$ cat src/sv/mbcd_pkg.sv
`timescale 1ns / 1ps
`default_nettype none
// ----------------------------------------------------------------------------
// mbcd_pkg: shared types and helpers for the meter BCD format codec
// Payload structs, action codes, double-dabble step and decimal weight tables.
// ----------------------------------------------------------------------------
package mbcd_pkg;

  // action codes
  localparam logic [1:0] ActEnc02 = 2'd0;
  localparam logic [1:0] ActDec02 = 2'd1;
  localparam logic [1:0] ActEnc03 = 2'd2;
  localparam logic [1:0] ActDec03 = 2'd3;

  // encoder converts magnitudes below 10^10, which fit in 34 bits
  localparam int BinW        = 34;
  localparam int DigitN      = 10;
  localparam int BcdW        = 4 * DigitN;
  localparam int DabbleSteps = 7;
  localparam int StageN      = (BinW + DabbleSteps - 1) / DabbleSteps;

  localparam logic [63:0] SatLimit   = 64'd10000000000;
  localparam logic [27:0] Nines7     = 28'h9999999;
  localparam logic [11:0] Nines3     = 12'h999;
  localparam logic [31:0] Sign03     = 32'h10000000;
  localparam logic [31:0] Scale03    = 32'h40000000;
  localparam logic [31:0] DigitMask3 = 32'h0fffffff;

  // weight of each BCD nibble on decode
  localparam logic [24:0] DigitWeight [7] = '{
    25'd1, 25'd10, 25'd100, 25'd1000, 25'd10000, 25'd100000, 25'd1000000
  };

  typedef struct packed {
    logic [1:0]         action;
    logic signed [63:0] operand;
  } cmd_t;

  typedef struct packed {
    logic signed [34:0] result_value;
    logic [31:0]        result_word;
    logic               overflow;
  } res_t;

  typedef struct packed {
    logic              valid;
    logic [1:0]        action;
    logic              neg;
    logic              sat;
    logic [BinW-1:0]   bin;
    logic [BcdW-1:0]   bcd;
  } dab_t;

  // one double-dabble step: correct every digit, then shift in the next bit
  function automatic logic [BcdW+BinW-1:0] dab_step(input logic [BcdW+BinW-1:0] s);
    logic [BcdW-1:0] bcd;
    logic [BinW-1:0] bin;
    logic [3:0]      nib;
    int              i;
    bcd = s[BcdW+BinW-1:BinW];
    bin = s[BinW-1:0];
    for (i = 0; i < DigitN; i++) begin
      nib = bcd[4*i +: 4];
      if (nib >= 4'd5) begin
        nib = nib + 4'd3;
      end
      bcd[4*i +: 4] = nib;
    end
    return {bcd, bin} << 1;
  endfunction

  // 10^(7-e) for the format 02 exponent
  function automatic logic [23:0] pow10_mult(input logic [2:0] e);
    logic [23:0] m;
    case (e)
      3'd0:    m = 24'd10000000;
      3'd1:    m = 24'd1000000;
      3'd2:    m = 24'd100000;
      3'd3:    m = 24'd10000;
      3'd4:    m = 24'd1000;
      3'd5:    m = 24'd100;
      3'd6:    m = 24'd10;
      default: m = 24'd1;
    endcase
    return m;
  endfunction

endpackage
`default_nettype wire

$ cat src/sv/mbcd_dabble_stage.sv
`timescale 1ns / 1ps
`default_nettype none
// ----------------------------------------------------------------------------
// mbcd_dabble_stage: one registered slice of the binary-to-BCD pipeline
// Runs a fixed number of double-dabble steps and registers the result.
// ----------------------------------------------------------------------------
module mbcd_dabble_stage #(
  parameter int Steps = 7
) (
  input  wire logic          clk,
  input  wire logic          rst,
  input  wire mbcd_pkg::dab_t din,
  output mbcd_pkg::dab_t     dout
);
  import mbcd_pkg::*;

  dab_t dout_next;

  always_comb begin
    logic [BcdW+BinW-1:0] s;
    int                   i;
    s = {din.bcd, din.bin};
    for (i = 0; i < Steps; i++) begin
      s = dab_step(s);
    end
    dout_next     = din;
    dout_next.bcd = s[BcdW+BinW-1:BinW];
    dout_next.bin = s[BinW-1:0];
  end

  always_ff @(posedge clk) begin
    if (rst) begin
      dout <= '0;
    end else begin
      dout <= dout_next;
    end
  end

endmodule
`default_nettype wire

$ cat src/sv/mbcd_decode.sv
`timescale 1ns / 1ps
`default_nettype none
// ----------------------------------------------------------------------------
// mbcd_decode: format 02 / 03 word decoder
// Weights the nibbles, scales by the exponent or the x1000 bit, applies the
// sign, then delays the value to line up with the encoder pipeline.
// ----------------------------------------------------------------------------
module mbcd_decode (
  input  wire logic               clk,
  input  wire logic               fmt03,
  input  wire logic [31:0]        word,
  output logic signed [34:0]      value
);
  import mbcd_pkg::*;

  localparam int AlignDepth = 3;

  logic [24:0]        dsum;
  logic [23:0]        dmul;
  logic               dneg;
  logic [33:0]        prod;
  logic               prod_neg;
  logic [34:0]        sval;
  logic [34:0]        dly [AlignDepth];
  logic [24:0]        dsum_next;
  logic [23:0]        dmul_next;
  logic               dneg_next;
  logic [48:0]        prod_full;

  always_comb begin
    int i;
    dsum_next = '0;
    for (i = 0; i < 7; i++) begin
      if (fmt03 || (i < 3)) begin
        dsum_next = dsum_next + 25'(word[4*i +: 4]) * DigitWeight[i];
      end
    end
    if (fmt03) begin
      dmul_next = word[30] ? 24'd1000 : 24'd1;
      dneg_next = word[28];
    end else begin
      dmul_next = pow10_mult(word[15:13]);
      dneg_next = word[12];
    end
  end

  assign prod_full = dsum * dmul;

  always_ff @(posedge clk) begin
    dsum     <= dsum_next;
    dmul     <= dmul_next;
    dneg     <= dneg_next;
    // product stays below 2^34 for any nibble pattern
    prod     <= prod_full[33:0];
    prod_neg <= dneg;
    sval     <= prod_neg ? (35'd0 - {1'b0, prod}) : {1'b0, prod};
    dly[0]   <= sval;
    for (int k = 1; k < AlignDepth; k++) begin
      dly[k] <= dly[k-1];
    end
  end

  assign value = dly[AlignDepth-1];

endmodule
`default_nettype wire

$ cat src/sv/mbcd_format.sv
`timescale 1ns / 1ps
`default_nettype none
// ----------------------------------------------------------------------------
// mbcd_format: result word assembly
// Picks the leading digits and exponent or scale from the BCD digits, or
// passes the decoded value, by action.
// ----------------------------------------------------------------------------
module mbcd_format (
  input  wire mbcd_pkg::dab_t     stage,
  input  wire logic signed [34:0] dec_value,
  output mbcd_pkg::res_t          res
);
  import mbcd_pkg::*;

  always_comb begin
    logic [3:0]  p;
    logic [3:0]  e;
    logic [11:0] dig3;
    logic [27:0] dig7;
    logic        big;
    int          k;

    // leading digit position, at least 2 so three digits remain
    p = 4'd2;
    for (k = 3; k < DigitN; k++) begin
      if (stage.bcd[4*k +: 4] != 4'd0) begin
        p = 4'(k);
      end
    end
    dig3 = stage.bcd[11:0];
    for (k = 2; k < DigitN; k++) begin
      if (p == 4'(k)) begin
        dig3 = stage.bcd[4*k-8 +: 12];
      end
    end
    e = 4'd9 - p;
    // saturated magnitudes are at least 10^10: exponent field 0 (largest scale), all nines
    if (stage.sat) begin
      dig3 = Nines3;
      e    = 4'd0;
    end

    big  = stage.sat || (stage.bcd[BcdW-1:28] != '0);
    dig7 = stage.sat ? Nines7 : (big ? stage.bcd[39:12] : stage.bcd[27:0]);

    res = '0;
    case (stage.action)
      ActEnc02: begin
        res.result_word = {16'd0, e[2:0], stage.neg, dig3};
        res.overflow    = stage.sat;
      end
      ActEnc03: begin
        res.result_word = ({4'd0, dig7} & DigitMask3)
                        | (stage.neg ? Sign03 : 32'd0)
                        | (big ? Scale03 : 32'd0);
        res.overflow    = stage.sat;
      end
      ActDec02, ActDec03: begin
        res.result_value = dec_value;
      end
      default: begin
        res = '0;
      end
    endcase
  end

endmodule
`default_nettype wire

$ cat src/sv/meter_bcd_format_02_03_codec.sv
`timescale 1ns / 1ps
`default_nettype none
// ----------------------------------------------------------------------------
// meter_bcd_format_02_03_codec: signed binary <-> meter BCD formats 02 and 03
// Encodes to or decodes from the 16-bit format 02 and 32-bit format 03 words.
// ----------------------------------------------------------------------------
// The block takes one command every clock cycle: busy is always low, and each
// command transferred on start produces exactly one result, strobed on done
// for a single cycle, in command order. The receiver cannot stall the block and
// must take the result in that cycle. The latency is set by the encoder's
// binary-to-BCD conversion, 34 double-dabble steps spread over five pipeline
// stages, with one input register, one magnitude stage and one result register
// around it; the decoder runs alongside and is delayed to the same latency.
module meter_bcd_format_02_03_codec (
  input  wire logic           clk,
  input  wire logic           rst,
  input  wire logic           start,
  output logic                busy,
  input  wire mbcd_pkg::cmd_t cmd,
  output logic                done,
  output mbcd_pkg::res_t      result
);
  import mbcd_pkg::*;

  logic        r0_valid;
  cmd_t        r0_cmd;
  dab_t        chain [StageN+1];
  logic [63:0] mag;
  logic        neg;
  logic signed [34:0] dec_value;
  res_t        result_next;

  assign busy = 1'b0;

  always_ff @(posedge clk) begin
    r0_cmd <= cmd;
    if (rst) begin
      r0_valid <= 1'b0;
    end else begin
      r0_valid <= start && !busy;
    end
  end

  // magnitude without wrap: the most negative operand gives 2^63
  assign neg = r0_cmd.operand[63];
  assign mag = neg ? (64'd0 - r0_cmd.operand) : r0_cmd.operand;

  always_ff @(posedge clk) begin
    chain[0].action <= r0_cmd.action;
    chain[0].neg    <= neg;
    chain[0].sat    <= (mag >= SatLimit);
    chain[0].bin    <= mag[BinW-1:0];
    chain[0].bcd    <= '0;
    if (rst) begin
      chain[0].valid <= 1'b0;
    end else begin
      chain[0].valid <= r0_valid;
    end
  end

  for (genvar g = 0; g < StageN; g++) begin : g_dabble
    localparam int Left  = BinW - g * DabbleSteps;
    localparam int Steps = (Left < DabbleSteps) ? Left : DabbleSteps;
    mbcd_dabble_stage #(
      .Steps(Steps)
    ) u_stage (
      .clk (clk),
      .rst (rst),
      .din (chain[g]),
      .dout(chain[g+1])
    );
  end

  mbcd_decode u_decode (
    .clk  (clk),
    .fmt03(r0_cmd.action[1]),
    .word (r0_cmd.operand[31:0]),
    .value(dec_value)
  );

  mbcd_format u_format (
    .stage    (chain[StageN]),
    .dec_value(dec_value),
    .res      (result_next)
  );

  always_ff @(posedge clk) begin
    result <= result_next;
    if (rst) begin
      done <= 1'b0;
    end else begin
      done <= chain[StageN].valid;
    end
  end

`ifndef SYNTHESIS
  a_dec_no_word: assert property (@(posedge clk) disable iff (rst)
    (chain[StageN].valid && chain[StageN].action[0])
      |=> (result.result_word == 32'd0 && !result.overflow))
    else $error("decode result carries an encoded word or overflow");

  a_sat_flag: assert property (@(posedge clk) disable iff (rst)
    (chain[StageN].valid && !chain[StageN].action[0] && chain[StageN].sat)
      |=> (done && result.overflow))
    else $error("saturated encode lost its overflow flag");

  a_ovf_no_value: assert property (@(posedge clk) disable iff (rst)
    (done && result.overflow) |-> (result.result_value == 35'sd0))
    else $error("overflowed encode carries a decoded value");

  a_enc02_bcd: assert property (@(posedge clk) disable iff (rst)
    (chain[StageN].valid && chain[StageN].action == ActEnc02)
      |=> (result.result_word[3:0] <= 4'd9 && result.result_word[7:4] <= 4'd9
           && result.result_word[11:8] <= 4'd9 && result.result_word[31:16] == 16'd0))
    else $error("format 02 encode produced a non-decimal digit");
`endif

endmodule
`default_nettype wire

$ cat config.mk
export PLATFORM = sky130hd
export DESIGN_NAME = meter_bcd_format_02_03_codec
export DESIGN_NICKNAME = d
export VERILOG_FILES = /design/src/sv/mbcd_pkg.sv /design/src/sv/mbcd_dabble_stage.sv /design/src/sv/mbcd_decode.sv /design/src/sv/mbcd_format.sv /design/src/sv/meter_bcd_format_02_03_codec.sv
export SDC_FILE = /design/constraint.sdc
export NUM_CORES = 2
export LEC_CHECK = 0
export ABC_AREA = 0
export BUFFER_PORTS_ARGS = -buffer_cell sky130_fd_sc_hd__buf_2
export CORE_UTILIZATION = 45
export DETAILED_ROUTE_END_ITERATION = 6
export SYNTH_ARGS = -nofsm -noshare
export SYNTH_HDL_FRONTEND = slang
export SYNTH_HIERARCHICAL = 1
export SYNTH_SLANG_ARGS = --single-unit
$ cat constraint.sdc
create_clock -name clk -period 14.21 [get_ports clk]
set_input_delay 0 -clock clk [delete_from_list [all_inputs] [get_ports clk]]
set_output_delay 0 -clock clk [all_outputs]
set_load 0.01 [all_outputs]
# Word level (Yosys, flattened, before mapping)
# Memory sizes are Yosys's and may differ from the RTL's. A register that Yosys moved wholly into a read port is not among the register bits.
# Cells that the tools add are included.
[totals]
wordCells = 985
reg_bits = 599
mem_bits_rw = 105
input_bits = 69
memories = 1
out_inout_bits = 70
[memory_table]
columns = ["memory", "depth", "width", "rd", "rd_clocked_by_memory_dff", "write_ports", "line_no", "source"]
rows = [
  ["u_decode.dly", 3, 35, 3, 1, 3, "mbcd_decode.sv:24", "logic [34:0] dly [AlignDepth];"],
]
[classes]
bitwise_logic = 2
add_sub_neg = 294
reduce_logical = 13
n_mul = 7
eq_ne = 16
n_mux = 316
magnitude_cmp = 286
[ops]
columns = ["op", "n"]
rows = [
  ["4-bit by 3-bit >= comparator with 1-bit output, second input constant", 275],
  ["4-bit 2-to-1 mux", 267],
  ["4-bit by 2-bit adder with 4-bit output, second input constant", 252],
  ["24-bit case mux with 7 select lines", 1],
  ["25-bit 2-to-1 mux", 4],
  ["12-bit 2-to-1 mux", 8],
  ["3-bit 2-to-1 mux", 25],
  ["3-bit by 2-bit adder with 3-bit output, second input constant", 23],
  ["33-bit case mux with 2 select lines", 1],
  ["64-bit by 34-bit >= comparator with 1-bit output, second input constant", 1],
  ["64-bit 2-to-1 mux", 1],
  ["1-bit by 64-bit subtractor with 64-bit output, first input constant", 1],
  ["28-bit 2-to-1 mux", 2],
  ["1-bit by 34-bit subtractor with 35-bit output, first input constant", 1],
  ["25-bit by 24-bit multiplier with 34-bit output", 1],
  ["34-bit 2-to-1 mux", 1],
  ["28-bit by 32-bit OR with 32-bit output", 1],
  ["32-bit OR", 1],
  ["31-bit 2-to-1 mux", 1],
  ["1-bit by 2-bit adder with 3-bit output, second input constant", 10],
  ["1-bit by 3-bit >= comparator with 1-bit output, second input constant", 10],
  ["29-bit 2-to-1 mux", 1],
  ["4-bit nonzero test", 7],
  ["25-bit by 11-bit adder with 25-bit output", 1],
  ["29 further kinds", 38],
]

# Depth between registers and ports, before layout
[depth]
depth_word = 18
depth_mapped = 45
depth_no_buf = 45

# Cells and area by module
# The synthesis kept the hierarchy.
[modules_own_cells]
columns = ["mod", "area_per_inst_um2", "seq_area_each_um2", "instances", "cells_per_inst"]
rows = [
  ["mbcd_dabble_stage (g_dabble[0].u_stage ...)", 11328.4, 1441.4, 4, 1619],
  ["mbcd_decode", 24516.0, 4344.2, 1, 2535],
  ["mbcd_dabble_stage (g_dabble[4].u_stage)", 9572.9, 1461.4, 1, 1334],
  ["meter_bcd_format_02_03_codec", 5710.5, 3503.4, 1, 527],
  ["mbcd_format", 1929.4, 0.0, 1, 314],
]

# Least setup slack after synthesis
# No wires, ideal clock.
[synth_timing]
path_type = "flip-flop to flip-flop"
start = "register r0_cmd[5] (netlist name)"
end = "register u_decode.dsum[22]"
path_stages_with_launch = 35
period_less_slack_ns = 7.835
arrival_time_ns = 7.719
slack_ns = 6.375
n_path_buf = 0
required_ns = 14.094
setup_time_ns = 0.116
path_cell_list = "dfxtp_1 ha_1 ha_1 fa_1 ha_1 ha_1 o21ai_0 a21boi_0 o21ai_0 a21boi_0 nor2_1 ha_1 inv_1 o21ai_0 a21oi_1 xnor2_1 a21o_1 ha_1 a21o_1 o21ba_2 xnor2_1 a21o_1 ha_1 or3_1 o21bai_1 a21oi_1 and3b_1 ha_1 a2111oi_0 o21ai_0 a2111oi_0 nor4_1 o31ai_1 nand3_1 and3b_1"
[synth_between]
elab_chain_cells = 11
[synth_rtl]
columns = ["item", "line_no", "source"]
rows = [
  ["from (decl)", "meter_bcd_format_02_03_codec.sv:26", "cmd_t r0_cmd;"],
  ["from (signal assigned)", "meter_bcd_format_02_03_codec.sv:36", "r0_cmd <= cmd;"],
  ["4-bit by 3-bit multiplier with 7-bit output (*)", "mbcd_decode.sv:35", "dsum_next = dsum_next + 25'(word[4*i +: 4]) * DigitWeight[i];"],
  ["4-bit by 8-bit adder with 9-bit output (*)", "mbcd_decode.sv:35", ""],
  ["25-bit by 11-bit adder with 25-bit output (*)", "mbcd_decode.sv:35", ""],
  ["25-bit by 14-bit adder with 25-bit output", "mbcd_decode.sv:35", ""],
  ["25-bit 2-to-1 mux (*)", "mbcd_decode.sv:34", "if (fmt03 || (i < 3)) begin"],
  ["25-bit by 18-bit adder with 25-bit output", "mbcd_decode.sv:35", ""],
  ["25-bit 2-to-1 mux (*)", "mbcd_decode.sv:34", ""],
  ["25-bit by 21-bit adder with 25-bit output", "mbcd_decode.sv:35", ""],
  ["25-bit 2-to-1 mux (*)", "mbcd_decode.sv:34", ""],
  ["25-bit by 24-bit adder with 25-bit output", "mbcd_decode.sv:35", ""],
  ["25-bit 2-to-1 mux (*)", "mbcd_decode.sv:34", ""],
  ["to (signal assigned)", "mbcd_decode.sv:50", "dsum <= dsum_next;"],
  ["to (decl)", "mbcd_decode.sv:18", "logic [24:0] dsum;"],
]
# Mark *: on every way between the ends. The rest lies on a longest branch, timed or not.
# A chain may end at the register's enable or synchronous reset.

# Worst setup path after layout
[layout_timing]
start = "register r0_cmd[7] (netlist name)"
end = "register u_decode.dsum[22]"
# The elaborated chain is that of the path after synthesis.

==> metrics.cfg <==
[floorplanning]
die_width_microns = 436
core_sq_um = 188000
dieArea_sq_um = 190000
ios = 139
die_h_microns = 436
fp-row-count = 159
start_util = 0.453

[cts]
clockBufferDepth = 3
numCtsBuffers = 82
htreeDepth = 3
cts_tree = built
clkLatencyLatePin_ns = 0.75
cts-root-buf = clkbuf_16
path_clk_slew_ns = 0.06
clock-sinks = 683
cts_setup_buffers = 0

[setup_path]
crit_fanout = 11
cpMostUsedCell = ha_1
critPathCaptureType = register
worst_ep_arrival_time_ns = 9.72
critPathKind = reg -> reg
slowest_delay_ns = 0.62
required_ns = 14.80
cp-start-kind = register
crit_slowest_cell = a2111oi_0
crit_buf_inv = 1
critPathTopFamily = compound AO/OA/AOI/OAI gates

[detailed_routing]
drt_wl_total_microns = 216000
met1_length_microns = 105000
ant_nets = 0
vias = 79800
dr_wl_met2_microns = 97900
firstDrtPassIters = 6
met3_wirelength_microns = 9280
drt-vias-per-instance = 5.87
drc_errors = 0
detail_route.wl_per_cell_microns = 15.9
initialDrtViolationCount = 5624
top_layer_used = met4

[placed_design]
gp_congestion = 0.911
io_buffers = 137
hpwlAfterDp_microns = 164000

[min_path]
hold_path_class = reg -> reg

[logic_synthesis]
syn_avg_cell_area_sq_um = 7.72
synth-warning-count = 6
netlist_area_sq_um = 84900
syn_inst = 11000

[grt]
antenna_found_initial = 3
grt_pass1_vias = 74900
grt_start_max_net_pins = 95
grt_pass1_wl_microns = 365000
grt_remaining_overflow = 0
track_usage = 0.221

[timing]
tns_ns = 0
slew_violations = 0
hold_violations = 0
relSlewSlack = 0.157
skew_ns = 0.0851
grt_setup_unrepaired = false
min_period_ns = 9.13
setup_violations = 0
tightest_slew_ns = 1.26
fmax_mhz = 110
period_share = 0.642

[status]
status = completed

[flow_run]
maxCapViolCount = 0

[cells_and_area]
nets = 12000
syn_to_final_growth_pct = 7.76
layout-drive-gt1-share = 0.0802
fillCellCount = 18200
multi_input_area_sq_um = 66200
seq_area_sq_um = 13700

-- layout make-up --
class,count,area share
multi-input combinational,9091,0.723
sequential,683,0.149
inverter,858,0.0352
tap,2495,0.0341
timing repair buffer,315,0.0259
clock buffer,105,0.0247
clock inverter,45,0.00722
antenna,1,0.0000273
-- through the flow --
step	hold slack [ns]	instances	setup slack, ns	utilization	area [sq um]
after floorplan	0.0277	11200	6.38	-	85500
after global placement	0.102	13300	5.35	0.465	87200
after detailed placement	0.104	13300	5.19	0.465	87200
after CTS	0.308	13600	5.14	0.488	91500
after global routing	0.321	13600	4.22	0.488	91500
final	0.311	13600	5.08	0.488	91500
-- repair_timing --
action                                 in CTS  in global routing
hold buffers                              135                  0
endpoints found under the hold margin     141                  0
gates resized for setup                     0                  0
-- sequential cells by signal, summed over array words and instances (netlist names) --
register	cells
u_decode/dmul	16
result	68
u_decode/prod_neg	1
u_decode/prod	34
done	1
u_decode/dly	105
neg	1
g_dabble.u_stage/dout	291
chain	39
u_decode/sval	35
u_decode/dsum	25
r0_valid	1
u_decode/dneg	1
r0_cmd	65
-- placed cells by master, fill, tap and decap left out, types with 89 or more instances in the layout --
| cell type | count |
|---|---|
| fa_1 | 383 |
| nand2_1 | 939 |
| ha_1 | 537 |
| o21ai_1 | 90 |
| inv_1 | 826 |
| a21o_1 | 148 |
| o22ai_1 | 104 |
| a31oi_1 | 155 |
| conb_1 | 156 |
| nand3_1 | 354 |
| nor2_1 | 689 |
| mux2i_1 | 168 |
| dlygate4sd3_1 | 135 |
| a211oi_1 | 222 |
| or2_2 | 128 |
| o211ai_1 | 150 |
| buf_2 | 136 |
| dfxtp_1 | 682 |
| a211o_1 | 89 |
| and2_1 | 418 |
| nand2b_1 | 196 |
| nor3_1 | 300 |
| mux2_2 | 95 |
| xnor2_1 | 227 |
| xor2_1 | 103 |
| o21a_1 | 125 |
| or3_1 | 134 |
| nor2b_1 | 211 |
| o21ai_0 | 590 |
| a21oi_1 | 655 |
-- worst paths after layout --
| path | startpoint | endpoint | slack, ns | cells past startpoint |
|---|---|---|---|---|
| min | u_decode/dly[0][45]$_DFF_P_ | u_decode/dly[0][80]$_DFF_P_ | 0.31 | 0 |
| max | r0_cmd[7]$_DFF_P_ | u_decode/dsum[22]$_SDFF_PN0_ | 5.08 | 34 |
| min reg2reg | u_decode/dly[0][45]$_DFF_P_ | u_decode/dly[0][80]$_DFF_P_ | 0.31 | 0 |
| max reg2reg | r0_cmd[7]$_DFF_P_ | u_decode/dsum[22]$_SDFF_PN0_ | 5.08 | 34 |
-- routing by layer --
layer,track usage,vias to the layer above
met1,0.309,37900
met3,0.0231,228
met5,0,-
met4,0.0480,0
met2,0.363,1724
li1,-,40000
-- worst reg2reg max path: cells and delay by family (launching register included) --
family          cells  cell delay, ns
compound gates     16            4.36
fa+ha+maj           9            2.66
simple gates        6            1.19
flops               1            0.54
xor+xnor            2            0.21
buf+inv             1            0.05
Power is not shown: default switching activity piles up to over one toggle a cycle in this logic, so the estimate is an artifact.
